===== src/rtl/mpt_pkg.sv =====
// ----------------------------------------------------------------------------
// mpt_pkg
// Types, constants and helpers shared by the motion period tracker files.
// ----------------------------------------------------------------------------
package mpt_pkg;

  localparam int unsigned AxisCountDefault = 3;
  localparam int unsigned TickBitsDefault  = 32;
  localparam int unsigned AddrW            = 5;
  localparam int unsigned DataW            = 32;

  // divider operand widths for the position mapping
  localparam int unsigned DivNumW = 29;
  localparam int unsigned DivDenW = 13;
  localparam int unsigned DivQW   = 16;

  localparam logic [8:0]  AlphaFull    = 9'd256;
  localparam logic [15:0] PosCenter    = 16'h8000;
  localparam logic [8:0]  FiltAlphaRst = 9'd64;
  localparam logic [8:0]  PerAlphaRst  = 9'd64;
  localparam logic [10:0] ActThrRst    = 11'd200;
  localparam logic [15:0] MaxPerRst    = 16'd200;
  localparam logic [7:0]  DebounceRst  = 8'd3;
  localparam logic [15:0] Limit1Rst    = 16'd20;
  localparam logic [15:0] Limit2Rst    = 16'd50;
  localparam logic [15:0] Limit3Rst    = 16'd100;

  typedef enum logic [2:0] {
    REG_FILTER_ALPHA = 3'd0,
    REG_PERIOD_ALPHA = 3'd1,
    REG_ACT_THR      = 3'd2,
    REG_MAX_PERIOD   = 3'd3,
    REG_DEBOUNCE     = 3'd4,
    REG_LIMIT_ONE    = 3'd5,
    REG_LIMIT_TWO    = 3'd6,
    REG_LIMIT_THREE  = 3'd7
  } reg_idx_e;

  typedef enum logic [2:0] {
    ST_IDLE,
    ST_FILT,
    ST_TRACK,
    ST_SMOOTH,
    ST_POS,
    ST_DIV,
    ST_FINISH
  } state_e;

  typedef enum logic [1:0] {
    SP_KEEP,
    SP_DECAY,
    SP_SMOOTH
  } sp_op_e;

  typedef struct packed {
    logic [8:0]  filter_alpha;
    logic [8:0]  per_alpha;
    logic [10:0] activity_threshold;
    logic [15:0] period_limit;
    logic [7:0]  debounce_len;
    logic [15:0] mode_limit_one;
    logic [15:0] mode_limit_two;
    logic [15:0] mode_limit_three;
  } cfg_t;

  typedef struct packed {
    logic               start;
    logic [DivNumW-1:0] num;
    logic [DivDenW-1:0] den;
  } div_req_t;

  typedef struct packed {
    logic             done;
    logic [DivQW-1:0] quot;
  } div_rsp_t;

  typedef struct packed {
    logic        new_data;
    logic [11:0] raw_x;
    logic [11:0] raw_y;
    logic [11:0] raw_z;
  } in_item_t;

  typedef struct packed {
    logic signed [11:0] filt_x;
    logic signed [11:0] filt_y;
    logic signed [11:0] filt_z;
    logic [15:0]        period_x;
    logic [15:0]        period_y;
    logic [15:0]        period_z;
    logic [1:0]         mode_x;
    logic [1:0]         mode_y;
    logic [1:0]         mode_z;
    logic [15:0]        pos_x;
    logic [15:0]        pos_y;
    logic [15:0]        pos_z;
  } out_item_t;

  function automatic logic [8:0] sat_alpha(input logic [8:0] a);
    sat_alpha = (a > AlphaFull) ? AlphaFull : a;
  endfunction

endpackage


===== src/rtl/motion_period_tracker_unit.sv =====
// ----------------------------------------------------------------------------
// motion_period_tracker_unit
// Per-axis low-pass filter, peak period tracker, mode classifier and
// position mapper, run axis by axis under a small sequencer.
// ----------------------------------------------------------------------------
// sequence: accept in ST_IDLE, filter every axis in ST_FILT, then per axis ST_TRACK,
//   ST_SMOOTH, ST_POS and ST_DIV (ST_DIV skipped when the local maximum is not positive)
// a new item is taken only in ST_IDLE, once the previous item is in the output register;
//   the 16-step shared divider serves all axes; a stalled result holds the block
// items with new_data clear are taken while idle and give no result
// reset: all tracker state cleared, debounce loaded with 3, registers to defaults
module motion_period_tracker_unit #(
  parameter int unsigned AXIS_COUNT = mpt_pkg::AxisCountDefault,
  parameter int unsigned TICK_BITS  = mpt_pkg::TickBitsDefault
) (
  input  logic                      clk_i,
  input  logic                      rst_ni,
  input  logic                      in_valid_i,
  output logic                      in_ready_o,
  input  mpt_pkg::in_item_t         in_item_i,
  output logic                      out_valid_o,
  input  logic                      out_ready_i,
  output mpt_pkg::out_item_t        out_item_o,
  input  logic                      psel,
  input  logic                      penable,
  input  logic                      pwrite,
  input  logic [mpt_pkg::AddrW-1:0] paddr,
  input  logic [mpt_pkg::DataW-1:0] pwdata,
  output logic [mpt_pkg::DataW-1:0] prdata,
  output logic                      pready
);

  localparam int unsigned AxW  = (AXIS_COUNT > 1) ? $clog2(AXIS_COUNT) : 1;
  localparam int unsigned TW   = TICK_BITS;

  mpt_pkg::cfg_t     cfg;
  mpt_pkg::div_req_t div_req;
  mpt_pkg::div_rsp_t div_rsp;
  mpt_pkg::state_e   state_q, state_d;
  mpt_pkg::sp_op_e   sp_op_q, sp_op_d;

  mpt_cfg_regs u_regs (
    .clk_i  (clk_i),
    .rst_ni (rst_ni),
    .psel   (psel),
    .penable(penable),
    .pwrite (pwrite),
    .paddr  (paddr),
    .pwdata (pwdata),
    .prdata (prdata),
    .pready (pready),
    .cfg_o  (cfg)
  );

  mpt_divider u_div (
    .clk_i (clk_i),
    .rst_ni(rst_ni),
    .req_i (div_req),
    .rsp_o (div_rsp)
  );

  // per-axis tracker state
  logic signed [11:0] filt_q [AXIS_COUNT];
  logic signed [12:0] max_q  [AXIS_COUNT];
  logic [7:0]         deb_q  [AXIS_COUNT];
  logic [TW-1:0]      pt_q   [AXIS_COUNT];
  logic [15:0]        sp_q   [AXIS_COUNT];
  logic [1:0]         mode_q [AXIS_COUNT];
  logic [15:0]        pos_q  [AXIS_COUNT];

  logic [TW-1:0]      tick_q;
  logic [AxW-1:0]     idx_q, idx_d;
  mpt_pkg::in_item_t  in_q;
  logic [15:0]        fresh_q, fresh_d;
  logic               out_valid_q, out_valid_d;
  mpt_pkg::out_item_t out_q, out_d;

  logic [8:0]         a9, p9, pc9, ac9;
  logic [11:0]        raw_sel;
  logic signed [20:0] raw_e, filt_e, a_e, b_e, num;
  logic signed [20:0] num_sh;
  logic signed [11:0] filt_new;

  logic signed [11:0] lp;
  logic signed [12:0] lp13, m0, m1, m2, neg_lp, v;
  logic signed [15:0] four_lp, m16, three_m;
  logic               active, timeout;
  logic [7:0]         deb1;
  logic [TW-1:0]      pt1, fresh, since;
  logic [TW-1:0]      maxp_e;

  logic [15:0]        sp0, sp_new;
  logic [24:0]        decay_prod, smooth_sum;
  logic [1:0]         mode_new;

  logic signed [13:0] vm;
  logic [12:0]        vm_u;
  logic               last_axis;

  assign a9        = mpt_pkg::sat_alpha(cfg.filter_alpha);
  assign p9        = mpt_pkg::sat_alpha(cfg.per_alpha);
  assign ac9       = 9'(mpt_pkg::AlphaFull - a9);
  assign pc9       = 9'(mpt_pkg::AlphaFull - p9);
  assign maxp_e    = TW'(cfg.period_limit);
  assign last_axis = (idx_q == AxW'(AXIS_COUNT - 1));

  always_comb begin
    unique case (idx_q)
      AxW'(0):  raw_sel = in_q.raw_x;
      AxW'(1):  raw_sel = in_q.raw_y;
      default:  raw_sel = in_q.raw_z;
    endcase
  end

  // low-pass filter, division by 256 truncating toward zero
  always_comb begin
    raw_e    = 21'($signed(raw_sel));
    filt_e   = 21'(filt_q[idx_q]);
    a_e      = 21'($signed({1'b0, a9}));
    b_e      = 21'($signed({1'b0, ac9}));
    num      = a_e * raw_e + b_e * filt_e;
    num_sh   = num >>> 8;
    if (num[20] && (num[7:0] != 8'd0)) begin
      num_sh = num_sh + 21'sd1;
    end
    filt_new = num_sh[11:0];
  end

  // raise maximum, peak detection and timeout
  always_comb begin
    lp      = filt_q[idx_q];
    lp13    = 13'(lp);
    m0      = max_q[idx_q];
    m1      = m0;
    if (lp13 > m0) begin
      m1 = lp13[12] ? -lp13 : lp13;
    end
    active  = m1 > $signed({2'b00, cfg.activity_threshold});
    four_lp = 16'(lp) <<< 2;
    m16     = 16'(m1);
    three_m = m16 + (m16 <<< 1);
    deb1    = deb_q[idx_q];
    pt1     = pt_q[idx_q];
    fresh   = '0;
    if (four_lp > three_m && deb_q[idx_q] == 8'd0) begin
      deb1 = cfg.debounce_len;
      if (pt_q[idx_q] == '0) begin
        pt1 = tick_q;
      end else begin
        if (tick_q > pt_q[idx_q]) begin
          fresh = tick_q - pt_q[idx_q];
        end
        pt1 = '0;
      end
    end else if (four_lp < three_m && deb_q[idx_q] != 8'd0) begin
      deb1 = deb_q[idx_q] - 8'd1;
    end
    since   = tick_q - pt1;
    timeout = (pt1 != '0) && (tick_q > pt1) && (since > maxp_e);
    m2      = m1;
    sp_op_d = mpt_pkg::SP_KEEP;
    fresh_d = fresh[15:0];
    if (!active) begin
      sp_op_d = mpt_pkg::SP_DECAY;
      deb1    = deb_q[idx_q];
      pt1     = pt_q[idx_q];
    end else if (timeout) begin
      sp_op_d = mpt_pkg::SP_DECAY;
      m2      = '0;
      deb1    = cfg.debounce_len;
      pt1     = '0;
    end else if (fresh != '0 && fresh < maxp_e) begin
      sp_op_d = mpt_pkg::SP_SMOOTH;
    end
  end

  // period update and mode
  always_comb begin
    sp0        = sp_q[idx_q];
    decay_prod = 25'(sp0) * 25'(pc9);
    smooth_sum = 25'(p9) * 25'(fresh_q) + 25'(pc9) * 25'(sp0);
    unique case (sp_op_q)
      mpt_pkg::SP_DECAY:  sp_new = decay_prod[23:8];
      mpt_pkg::SP_SMOOTH: sp_new = smooth_sum[23:8];
      default:            sp_new = sp0;
    endcase
    if (sp_new < cfg.mode_limit_one) begin
      mode_new = 2'd0;
    end else if (sp_new < cfg.mode_limit_two) begin
      mode_new = 2'd1;
    end else if (sp_new < cfg.mode_limit_three) begin
      mode_new = 2'd2;
    end else begin
      mode_new = 2'd3;
    end
  end

  // position operands: (v + m) * 65535 over 2m
  always_comb begin
    neg_lp = -lp13;
    v      = neg_lp;
    if (v < -m0) begin
      v = -m0;
    end
    if (v > m0) begin
      v = m0;
    end
    vm           = 14'(v) + 14'(m0);
    vm_u         = vm[12:0];
    div_req.num  = ({vm_u, 16'd0}) - 29'(vm_u);
    div_req.den  = {m0[11:0], 1'b0};
    div_req.start = (state_q == mpt_pkg::ST_POS) && (m0 > 13'sd0);
  end

  // sequencer
  always_comb begin
    state_d     = state_q;
    idx_d       = idx_q;
    out_valid_d = out_valid_q;
    out_d       = out_q;
    in_ready_o  = (state_q == mpt_pkg::ST_IDLE);
    if (out_valid_q && out_ready_i) begin
      out_valid_d = 1'b0;
    end
    unique case (state_q)
      mpt_pkg::ST_IDLE: begin
        idx_d = '0;
        if (in_valid_i && in_item_i.new_data) begin
          state_d = mpt_pkg::ST_FILT;
        end
      end
      mpt_pkg::ST_FILT: begin
        if (last_axis) begin
          idx_d   = '0;
          state_d = mpt_pkg::ST_TRACK;
        end else begin
          idx_d = idx_q + 1'b1;
        end
      end
      mpt_pkg::ST_TRACK:  state_d = mpt_pkg::ST_SMOOTH;
      mpt_pkg::ST_SMOOTH: state_d = mpt_pkg::ST_POS;
      mpt_pkg::ST_POS: begin
        if (m0 > 13'sd0) begin
          state_d = mpt_pkg::ST_DIV;
        end else if (last_axis) begin
          state_d = mpt_pkg::ST_FINISH;
        end else begin
          idx_d   = idx_q + 1'b1;
          state_d = mpt_pkg::ST_TRACK;
        end
      end
      mpt_pkg::ST_DIV: begin
        if (div_rsp.done) begin
          if (last_axis) begin
            state_d = mpt_pkg::ST_FINISH;
          end else begin
            idx_d   = idx_q + 1'b1;
            state_d = mpt_pkg::ST_TRACK;
          end
        end
      end
      mpt_pkg::ST_FINISH: begin
        if (!out_valid_q || out_ready_i) begin
          out_valid_d = 1'b1;
          out_d       = '0;
          out_d.filt_x   = filt_q[0];
          out_d.period_x = sp_q[0];
          out_d.mode_x   = mode_q[0];
          out_d.pos_x    = pos_q[0];
          if (AXIS_COUNT > 1) begin
            out_d.filt_y   = filt_q[AxW'(1)];
            out_d.period_y = sp_q[AxW'(1)];
            out_d.mode_y   = mode_q[AxW'(1)];
            out_d.pos_y    = pos_q[AxW'(1)];
          end
          if (AXIS_COUNT > 2) begin
            out_d.filt_z   = filt_q[AxW'(2)];
            out_d.period_z = sp_q[AxW'(2)];
            out_d.mode_z   = mode_q[AxW'(2)];
            out_d.pos_z    = pos_q[AxW'(2)];
          end
          state_d = mpt_pkg::ST_IDLE;
        end
      end
      default: state_d = mpt_pkg::ST_IDLE;
    endcase
  end

  always_ff @(posedge clk_i or negedge rst_ni) begin
    if (!rst_ni) begin
      state_q     <= mpt_pkg::ST_IDLE;
      idx_q       <= '0;
      out_valid_q <= 1'b0;
      tick_q      <= '0;
      for (int k = 0; k < AXIS_COUNT; k++) begin
        filt_q[k] <= '0;
        max_q[k]  <= '0;
        deb_q[k]  <= mpt_pkg::DebounceRst;
        pt_q[k]   <= '0;
        sp_q[k]   <= '0;
        mode_q[k] <= '0;
        pos_q[k]  <= '0;
      end
    end else begin
      state_q     <= state_d;
      idx_q       <= idx_d;
      out_valid_q <= out_valid_d;
      unique case (state_q)
        mpt_pkg::ST_FILT: filt_q[idx_q] <= filt_new;
        mpt_pkg::ST_TRACK: begin
          max_q[idx_q] <= m2 - 13'sd1;
          deb_q[idx_q] <= deb1;
          pt_q[idx_q]  <= pt1;
        end
        mpt_pkg::ST_SMOOTH: begin
          sp_q[idx_q]   <= sp_new;
          mode_q[idx_q] <= mode_new;
        end
        mpt_pkg::ST_POS: begin
          if (!(m0 > 13'sd0)) begin
            pos_q[idx_q] <= mpt_pkg::PosCenter;
          end
        end
        mpt_pkg::ST_DIV: begin
          if (div_rsp.done) begin
            pos_q[idx_q] <= div_rsp.quot;
          end
        end
        mpt_pkg::ST_FINISH: begin
          if (!out_valid_q || out_ready_i) begin
            tick_q <= tick_q + 1'b1;
          end
        end
        default: ;
      endcase
    end
  end

  always_ff @(posedge clk_i) begin
    if (in_valid_i && in_ready_o) begin
      in_q <= in_item_i;
    end
    if (state_q == mpt_pkg::ST_TRACK) begin
      sp_op_q <= sp_op_d;
      fresh_q <= fresh_d;
    end
    out_q <= out_d;
  end

  assign out_valid_o = out_valid_q;
  assign out_item_o  = out_q;

endmodule


===== src/rtl/mpt_cfg_regs.sv =====
// ----------------------------------------------------------------------------
// mpt_cfg_regs
// APB register file holding the tracker configuration.
// ----------------------------------------------------------------------------
module mpt_cfg_regs (
  input  logic                       clk_i,
  input  logic                       rst_ni,
  input  logic                       psel,
  input  logic                       penable,
  input  logic                       pwrite,
  input  logic [mpt_pkg::AddrW-1:0]  paddr,
  input  logic [mpt_pkg::DataW-1:0]  pwdata,
  output logic [mpt_pkg::DataW-1:0]  prdata,
  output logic                       pready,
  output mpt_pkg::cfg_t              cfg_o
);

  mpt_pkg::cfg_t    cfg_q, cfg_d;
  mpt_pkg::reg_idx_e sel;
  logic             wr_en;

  assign pready = 1'b1;
  assign sel    = mpt_pkg::reg_idx_e'(paddr[4:2]);
  assign wr_en  = psel & penable & pwrite;
  assign cfg_o  = cfg_q;

  always_comb begin
    cfg_d = cfg_q;
    if (wr_en) begin
      unique case (sel)
        mpt_pkg::REG_FILTER_ALPHA: cfg_d.filter_alpha       = pwdata[8:0];
        mpt_pkg::REG_PERIOD_ALPHA: cfg_d.per_alpha          = pwdata[8:0];
        mpt_pkg::REG_ACT_THR:      cfg_d.activity_threshold = pwdata[10:0];
        mpt_pkg::REG_MAX_PERIOD:   cfg_d.period_limit       = pwdata[15:0];
        mpt_pkg::REG_DEBOUNCE:     cfg_d.debounce_len       = pwdata[7:0];
        mpt_pkg::REG_LIMIT_ONE:    cfg_d.mode_limit_one     = pwdata[15:0];
        mpt_pkg::REG_LIMIT_TWO:    cfg_d.mode_limit_two     = pwdata[15:0];
        mpt_pkg::REG_LIMIT_THREE:  cfg_d.mode_limit_three   = pwdata[15:0];
        default: ;
      endcase
    end
  end

  always_comb begin
    prdata = '0;
    unique case (sel)
      mpt_pkg::REG_FILTER_ALPHA: prdata = 32'(cfg_q.filter_alpha);
      mpt_pkg::REG_PERIOD_ALPHA: prdata = 32'(cfg_q.per_alpha);
      mpt_pkg::REG_ACT_THR:      prdata = 32'(cfg_q.activity_threshold);
      mpt_pkg::REG_MAX_PERIOD:   prdata = 32'(cfg_q.period_limit);
      mpt_pkg::REG_DEBOUNCE:     prdata = 32'(cfg_q.debounce_len);
      mpt_pkg::REG_LIMIT_ONE:    prdata = 32'(cfg_q.mode_limit_one);
      mpt_pkg::REG_LIMIT_TWO:    prdata = 32'(cfg_q.mode_limit_two);
      mpt_pkg::REG_LIMIT_THREE:  prdata = 32'(cfg_q.mode_limit_three);
      default: ;
    endcase
  end

  always_ff @(posedge clk_i or negedge rst_ni) begin
    if (!rst_ni) begin
      cfg_q.filter_alpha       <= mpt_pkg::FiltAlphaRst;
      cfg_q.per_alpha          <= mpt_pkg::PerAlphaRst;
      cfg_q.activity_threshold <= mpt_pkg::ActThrRst;
      cfg_q.period_limit       <= mpt_pkg::MaxPerRst;
      cfg_q.debounce_len       <= mpt_pkg::DebounceRst;
      cfg_q.mode_limit_one     <= mpt_pkg::Limit1Rst;
      cfg_q.mode_limit_two     <= mpt_pkg::Limit2Rst;
      cfg_q.mode_limit_three   <= mpt_pkg::Limit3Rst;
    end else begin
      cfg_q <= cfg_d;
    end
  end

endmodule


===== src/rtl/mpt_divider.sv =====
// ----------------------------------------------------------------------------
// mpt_divider
// Restoring divider, one quotient bit per cycle, for the position mapping.
// ----------------------------------------------------------------------------
module mpt_divider (
  input  logic              clk_i,
  input  logic              rst_ni,
  input  mpt_pkg::div_req_t req_i,
  output mpt_pkg::div_rsp_t rsp_o
);

  localparam int unsigned QW   = mpt_pkg::DivQW;
  localparam int unsigned DW   = mpt_pkg::DivDenW;
  localparam int unsigned NW   = mpt_pkg::DivNumW;
  localparam int unsigned CntW = $clog2(QW + 1);

  logic [DW-1:0]   rem_q, rem_d;
  logic [QW-1:0]   low_q, low_d;
  logic [QW-1:0]   quot_q, quot_d;
  logic [DW-1:0]   den_q, den_d;
  logic [CntW-1:0] cnt_q, cnt_d;
  logic            busy_q, busy_d;
  logic            done_q, done_d;
  logic [DW:0]     trial;
  logic [DW:0]     diff;

  assign trial = {rem_q, low_q[QW-1]};
  assign diff  = trial - {1'b0, den_q};

  always_comb begin
    rem_d  = rem_q;
    low_d  = low_q;
    quot_d = quot_q;
    den_d  = den_q;
    cnt_d  = cnt_q;
    busy_d = busy_q;
    done_d = 1'b0;
    if (req_i.start) begin
      // quotient is known to fit, so the top part starts below the divisor
      rem_d  = req_i.num[NW-1:QW];
      low_d  = req_i.num[QW-1:0];
      den_d  = req_i.den;
      cnt_d  = CntW'(QW);
      busy_d = 1'b1;
    end else if (busy_q) begin
      if (trial >= {1'b0, den_q}) begin
        rem_d  = diff[DW-1:0];
        quot_d = {quot_q[QW-2:0], 1'b1};
      end else begin
        rem_d  = trial[DW-1:0];
        quot_d = {quot_q[QW-2:0], 1'b0};
      end
      low_d = {low_q[QW-2:0], 1'b0};
      cnt_d = cnt_q - 1'b1;
      if (cnt_q == CntW'(1)) begin
        busy_d = 1'b0;
        done_d = 1'b1;
      end
    end
  end

  always_ff @(posedge clk_i or negedge rst_ni) begin
    if (!rst_ni) begin
      busy_q <= 1'b0;
      done_q <= 1'b0;
      cnt_q  <= '0;
    end else begin
      busy_q <= busy_d;
      done_q <= done_d;
      cnt_q  <= cnt_d;
    end
  end

  always_ff @(posedge clk_i) begin
    rem_q  <= rem_d;
    low_q  <= low_d;
    quot_q <= quot_d;
    den_q  <= den_d;
  end

  assign rsp_o.done = done_q;
  assign rsp_o.quot = quot_q;

endmodule

===== config.mk =====
export PLATFORM = sky130hd
export DESIGN_NAME = motion_period_tracker_unit
export DESIGN_NICKNAME = d
export VERILOG_FILES = /design/src/rtl/mpt_pkg.sv /design/src/rtl/motion_period_tracker_unit.sv /design/src/rtl/mpt_cfg_regs.sv /design/src/rtl/mpt_divider.sv
export SDC_FILE = /design/constraint.sdc
export NUM_CORES = 2
export LEC_CHECK = 0
export BUFFER_PORTS_ARGS = -buffer_cell sky130_fd_sc_hd__buf_2
export CORE_MARGIN = 5
export CORE_UTILIZATION = 55
export CTS_CLUSTER_DIAMETER = 150
export CTS_CLUSTER_SIZE = 40
export DETAILED_ROUTE_END_ITERATION = 16
export PLACE_DENSITY_LB_ADDON = 0.2
export SYNTH_ARGS = -nofsm -noshare
export SYNTH_HDL_FRONTEND = slang
export SYNTH_HIERARCHICAL = 1
export SYNTH_SLANG_ARGS = --single-unit

===== constraint.sdc =====
create_clock -name clk_i -period 21.1 [get_ports clk_i]
set_input_delay 4.22 -clock clk_i [delete_from_list [all_inputs] [get_ports clk_i]]
set_output_delay 4.22 -clock clk_i [all_outputs]
set_load 0.05 [all_outputs]

== Yosys cells after proc, flatten, opt, wreduce, memory -nomap -nowiden ==
Index checks and enable logic that the tools add are counted.

* Word-level logic and storage cells: 257
* Flip-flop bits (word level): 646
* Output and inout bits: 173
* Input port bits: 81

* Bitwise operators: 8
* Magnitude comparators: 19
* Multiplexer cells: 93
* Equality and inequality tests: 23
* Add/sub/neg operators: 18
* Reductions and logical operators: 39
* Multiply operators: 4

{| class="wikitable"
|+ Operator list
! kind !! count
|-
| $mux W32 || 10
|-
| $pmux W32 S8 || 1
|-
| $mux W13 || 12
|-
| $bwmux W48 || 2
|-
| $bwmux W96 || 1
|-
| $mux W48 || 2
|-
| $pmux W48 S2 || 1
|-
| $mux W16 || 5
|-
| $bmux W32 S2 || 1
|-
| $demux W32 S2 || 1
|-
| $gt A32 B32 Y1 || 2
|-
| $reduce_bool A32 Y1 || 2
|-
| $sub A32 B32 Y32 || 2
|-
| $mux W8 || 7
|-
| $lt A16 B16 Y1 || 3
|-
| $mul A9 B16 Y24 || 2
|-
| $mux W12 || 4
|-
| $and A45 B45 Y45 || 1
|-
| $not A45 Y45 || 1
|-
| $mul A10 B12 Y21 || 2
|-
| $bwmux W39 || 1
|-
| $bwmux W36 || 1
|-
| $add A32 B1 Y32 const B || 1
|-
| $bmux W16 S2 || 1
|-
| 72 further kinds || 138
|}

== Logic depth before layout (Yosys ltp) ==
* Word-level depth: 18
* Gate-level depth with buffers: 80
* Depth with buffers taken out: 66

== By module ==
The synthesis kept the hierarchy.

{| class="wikitable"
|+ By module, submodules not included
! module !! seq. area each (µm²) !! cells an instance !! times used !! area each (µm²)
|-
| motion_period_tracker_unit || 12324.3 || 5463 || 1 || 47810.9
|-
| mpt_cfg_regs || 2549.9 || 362 || 1 || 4894.7
|-
| mpt_divider || 1916.8 || 267 || 1 || 3388.2
|}

== Least setup slack after synthesis ==
OpenSTA, ideal clock, no wires.

* Path kind: reg-to-reg
* Start point: register idx_q[0]
* End point: register max_q[12] (netlist name)
* Data required time: 20.965 ns
* Setup time: 0.135 ns
* Buffers on the path: 14
* Stages on the path, launching flop included: 78
* Slack: 5.774 ns
* Period minus slack after synthesis: 15.326 ns
* Arrival time: 15.191 ns
* Path through: dfrtp_1 -> buf_6 -> buf_8 -> buf_12 -> buf_12 -> buf_2 -> buf_1 -> mux2i_1 -> nor2_1 -> a21oi_1 -> clkinv_1 -> ha_1 -> nand4_1 -> nor4_1 -> a21oi_1 -> mux2i_1 -> and2_1 -> clkbuf_1 -> [42 not listed] -> a21o_1 -> a21o_1 -> a21oi_1 -> o21ai_0 -> a21oi_1 -> a31oi_1 -> or4_1 -> a311oi_1 -> o2111ai_1 -> or4b_4 -> or2_1 -> buf_6 -> o21ai_2 -> nand2b_1 -> ha_1 -> or4_1 -> a32oi_1 -> o21ai_0

* Cells in the longest elaborated chain, start to end: 18
* Elaborated cells between the ends (all ways): 40
* Classes of those cells: add/sub: 4; order compare: 7; mux: 21; bitwise: 1; reduce/logical: 7

{| class="wikitable"
|+ Ends and longest elaborated chain
! item !! line !! source
|-
| from (decl) || motion_period_tracker_unit.sv:72 || <nowiki>logic [AxW-1:0] idx_q, idx_d;</nowiki>
|-
| from (signal assigned) || motion_period_tracker_unit.sv:306 || <nowiki>idx_q <= idx_d;</nowiki>
|-
| $not A2 Y3 (implied by the code) * || - ||
|-
| $bmux W12 S2 || motion_period_tracker_unit.sv:131 || <nowiki>lp = filt_q[idx_q];</nowiki>
|-
| $mux W12 (implied by the code) (2 in a row) || motion_period_tracker_unit.sv:131 ||
|-
| $neg A12 Y13 || motion_period_tracker_unit.sv:136 || <nowiki>m1 = lp13[12] ? -lp13 : lp13;</nowiki>
|-
| $mux W13 || motion_period_tracker_unit.sv:136 ||
|-
| $mux W13 || motion_period_tracker_unit.sv:135 || <nowiki>if (lp13 > m0) begin</nowiki>
|-
| $add A13 B14 Y15 || motion_period_tracker_unit.sv:141 || <nowiki>three_m = m16 + (m16 <<< 1);</nowiki>
|-
| $gt A14 B15 Y1 || motion_period_tracker_unit.sv:145 || <nowiki>if (four_lp > three_m && deb_q[idx_q] == 8'd0) begin</nowiki>
|-
| $logic_and A1 B1 Y1 || motion_period_tracker_unit.sv:145 ||
|-
| $mux W32 || motion_period_tracker_unit.sv:145 ||
|-
| $sub A32 B32 Y32 (tied with other cells) || motion_period_tracker_unit.sv:158 || <nowiki>since = tick_q - pt1;</nowiki>
|-
| $gt A32 B16 Y1 or $logic_and A1 B1 Y1 (tied branches) || motion_period_tracker_unit.sv:159 || <nowiki>timeout = (pt1 != '0) && (tick_q > pt1) && (since > maxp_e);</nowiki>
|-
| $logic_and A1 B1 Y1 || motion_period_tracker_unit.sv:159 ||
|-
| $mux W13 || motion_period_tracker_unit.sv:167 || <nowiki>end else if (timeout) begin</nowiki>
|-
| $mux W13 || motion_period_tracker_unit.sv:163 || <nowiki>if (!active) begin</nowiki>
|-
| $sub A13 B2 Y13 || motion_period_tracker_unit.sv:311 || <nowiki>max_q[idx_q] <= m2 - 13'sd1;</nowiki>
|-
| $bwmux W39 * || motion_period_tracker_unit.sv:311 ||
|-
| to (signal, indexed assignment) || motion_period_tracker_unit.sv:311 ||
|-
| to (decl) || motion_period_tracker_unit.sv:64 || <nowiki>logic signed [12:0] max_q [AXIS_COUNT];</nowiki>
|}

Every way passes the cells marked *; elsewhere a longest branch is shown, timed or not. The select of a mux whose other input is x is not followed.
A chain may end at the register's enable or synchronous reset.

== Final worst setup path ==
Same ends and word-level chain as after synthesis.

==> run_results.csv <==
group,metric,value,unit
floorplan,ios,254,
yosys,syn_inst,6092,
floorplan,dieWidth,329,um
critical_path,ff2ff_setup_slack,3.89,ns
yosys,synth.avg_cell_area,9.21,um2
worst_hold_path,hold-path-cell-count,0,
global_routing,grt_pass1_vias,42400,
run,cap_violations,0,
floorplan,die_y,329,um
route,vias_per_cell,5.79,
global_routing,grt.overflow.total,0,
floorplan,initial_utilization,55.2,%
route,avgRoutedWirePerCell,20.4,um
global_routing,grt_max_degree,176,
route,drt_iter0_drc,3748,
placed_design,io_buffers,172,
placed_design,hpwlAfterDp,118,mm
floorplan,core_area,102000,um2
critical_path,cp_num_cells,63,
global_routing,grt_pass1_wl,242,mm
sta,finalMaxSlewViolations,0,
layout,fillers,9133,
global_routing,track_usage,28.0,%
yosys,synth_largest_area_cell,"dfrtp_1",
sta,worst_slew_pin_slew,1.32,ns
cts,cts_tree,"built",
cts,postCtsSetupBuffers,0,
cts,clock_latency,0.65,ns
cts,path_clk_slew,0.15,ns
sta,fmax,58.1,MHz
cts,cts-buffers-inserted,21,
critical_path,cp_top_family,"compound AO/OA/AOI/OAI gates",
cts,cts-root-buf,"clkbuf_16",
layout,synthToLayoutAreaGrowth,4.60,%
critical_path,path_max_fanout,33,
critical_path,reg2reg_to,"max_q[12]",
sta,setup_tns,0,ns
yosys,ys_seq_elements,629,
sta,rsz0062_at_grt,"no",
critical_path,crit_path_start,"idx_q[0]",
sta,finalClockSkew,0.0368,ns
layout,mostFrequentLayoutCell,"nand2_1",
critical_path,worst_r2r_startpoint,"idx_q[0]",
critical_path,r2r_cells,63,
critical_path,critPathArrivalTime,17.73,ns
yosys,synth_edf_count,204,
floorplan,die_area,108000,um2
sta,period_needed,17.21,ns
cts,numClockSinks,629,
worst_hold_path,hp-class,"reg2reg",
critical_path,startpoint_type,"register",
critical_path,timing.critical_path.buf_inv,3,
route,ant_nets,0,
cts,cts_hold_buf,0,
sta,hold_viol,0,
critical_path,crit_type,"reg2reg",
cts,htreeDepth,1,
critical_path,timing.critical_path.required,21.62,ns
critical_path,cp-end-kind,"register",
floorplan,core.rowCount,117,
yosys,ys_warn_count,6,
global_routing,antenna_found_initial,13,
yosys,yosys.area.top_type_share,17.9,%
cts,cts_resized,0,
layout,drive_gt1_share,9.19,%
route,post-route-drc-count,0,
cts,clockBufferDepth,3,
layout,final_cell_mix,"nand2_1 (775), inv_1 (745), nor2_1 (451), fa_1 (436), ha_1 (414)",
yosys,yosys-top-cells-area,"dfrtp_1 (18%), fa_1 (16%), edfxtp_1 (11%), ha_1 (9.2%), nand2_1 (5.2%)",
yosys,ys_async_sr_fraction,67.6,%
placed_design,globalplace.congestion,0.974,
layout,layout.nets,7041,
route,drtPass1Iterations,5,
critical_path,slowest_stage,"dfrtp_4",
critical_path,worst_path_most_repeated_cell,"a21oi_1",
sta,max-slew-margin-rel,11.7,%
sta,setup_viol,0,
yosys,ys_seq_area_share,29.9,%
yosys,ys.flop_type,"dfrtp_1",
route,vias,43400,
yosys,ys_types,121,
route,drt-total-wl,153,mm
yosys,syn_area,56100,um2
sta,fin_crit_sh,81.6,%
critical_path,slowest_delay,0.87,ns
outcome,status,"complete, no violations",
worst_hold_path,whs_endpoint,"out_item_o[38]",
worst_hold_path,hold_path_startpoint,"pos_q[38]",
[final cells by class]
cell class	instances	area (um2)	area share (%)
flip-flops and latches	629	16800	28.6
clock inverters	7	109	0.186
clock buffers	31	563	0.960
repair buffers	258	1540	2.63
multi-input cells	4449	35100	59.9
inverters	751	2820	4.80
well taps	1368	1710	2.92
diodes	5	12.5	0.0213
[worst max-delay path by stage]
stage | slack (ns) | endpoint
floorplan | 5.77 | max_q[12]
global placement | 4.34 | max_q[12]
detailed placement | 4.31 | max_q[12]
CTS | 4.25 | max_q[12]
global route | 2.87 | max_q[12]
finish | 3.89 | max_q[12]
[cell families after synthesis]
group	synth area share, %
and+or+nand+nor	15.1
AOI/OAI and AO/OA	13.4
DFF	29.9
muxes	4.93
other	0.0201
buffers and inverters	7.97
xor gates and xnor gates	3.78
adders and majority gates	24.9
[registers in the layout, indices dropped and copies added, names as in the netlist, 2 cells and up]
signal	flops
idx_q	2
out_item_o	92
fresh_q	16
pos_q	32
deb_q	24
tick_q	32
sp_op_q	2
u_regs/cfg_o	101
max_q	39
u_div/den_q	13
sp_q	48
u_div/low_q	16
state_q	3
u_div/rem_q	13
u_div/quot_q	16
mode_q	4
u_div/cnt_q	5
in_q	36
pt_q	96
filt_q	36
[through the flow]
step | setup slack, ns | util (%) | hold WS [ns] | area, um2 | cells
after floorplan | 5.77 | - | 0.425 | 56300 | 6153
after global placement | 4.34 | 57.1 | 0.432 | 58000 | 7455
after detailed placement | 4.31 | 57.1 | 0.434 | 58000 | 7455
after CTS | 4.25 | 57.7 | 0.455 | 58700 | 7493
after global routing | 2.87 | 57.7 | 0.458 | 58700 | 7496
final | 3.89 | 57.8 | 0.454 | 58700 | 7498
[routing by layer]
| layer | vias up | track usage, % | share of wire, % |
|---|---|---|---|
| met5 | - | 0 | 0.018 |
| met1 | 21300 | 40.8 | 44 |
| met2 | 1465 | 44.1 | 44 |
| met4 | 4 | 7.20 | 3.1 |
| li1 | 20300 | - | - |
| met3 | 252 | 4.62 | 7.9 |
[cell usage after synthesis, types with 65 or more instances]
master    instances
fa_1            436
nand2_1         778
nor2b_1          65
inv_1           744
o21ai_0         347
nor3_1           77
xnor2_1         184
nor2_1          454
buf_4            80
a21o_1           81
edfxtp_1        204
nand3_1          95
mux2_2          126
o21ai_1          91
clkbuf_1        181
a21oi_1         235
mux2i_1         110
dfrtp_1         401
and2_1           97
ha_1            414
Power is left out: the tool's default activity adds up to more than one toggle a clock period on the data nets, which glitch-free logic cannot reach.
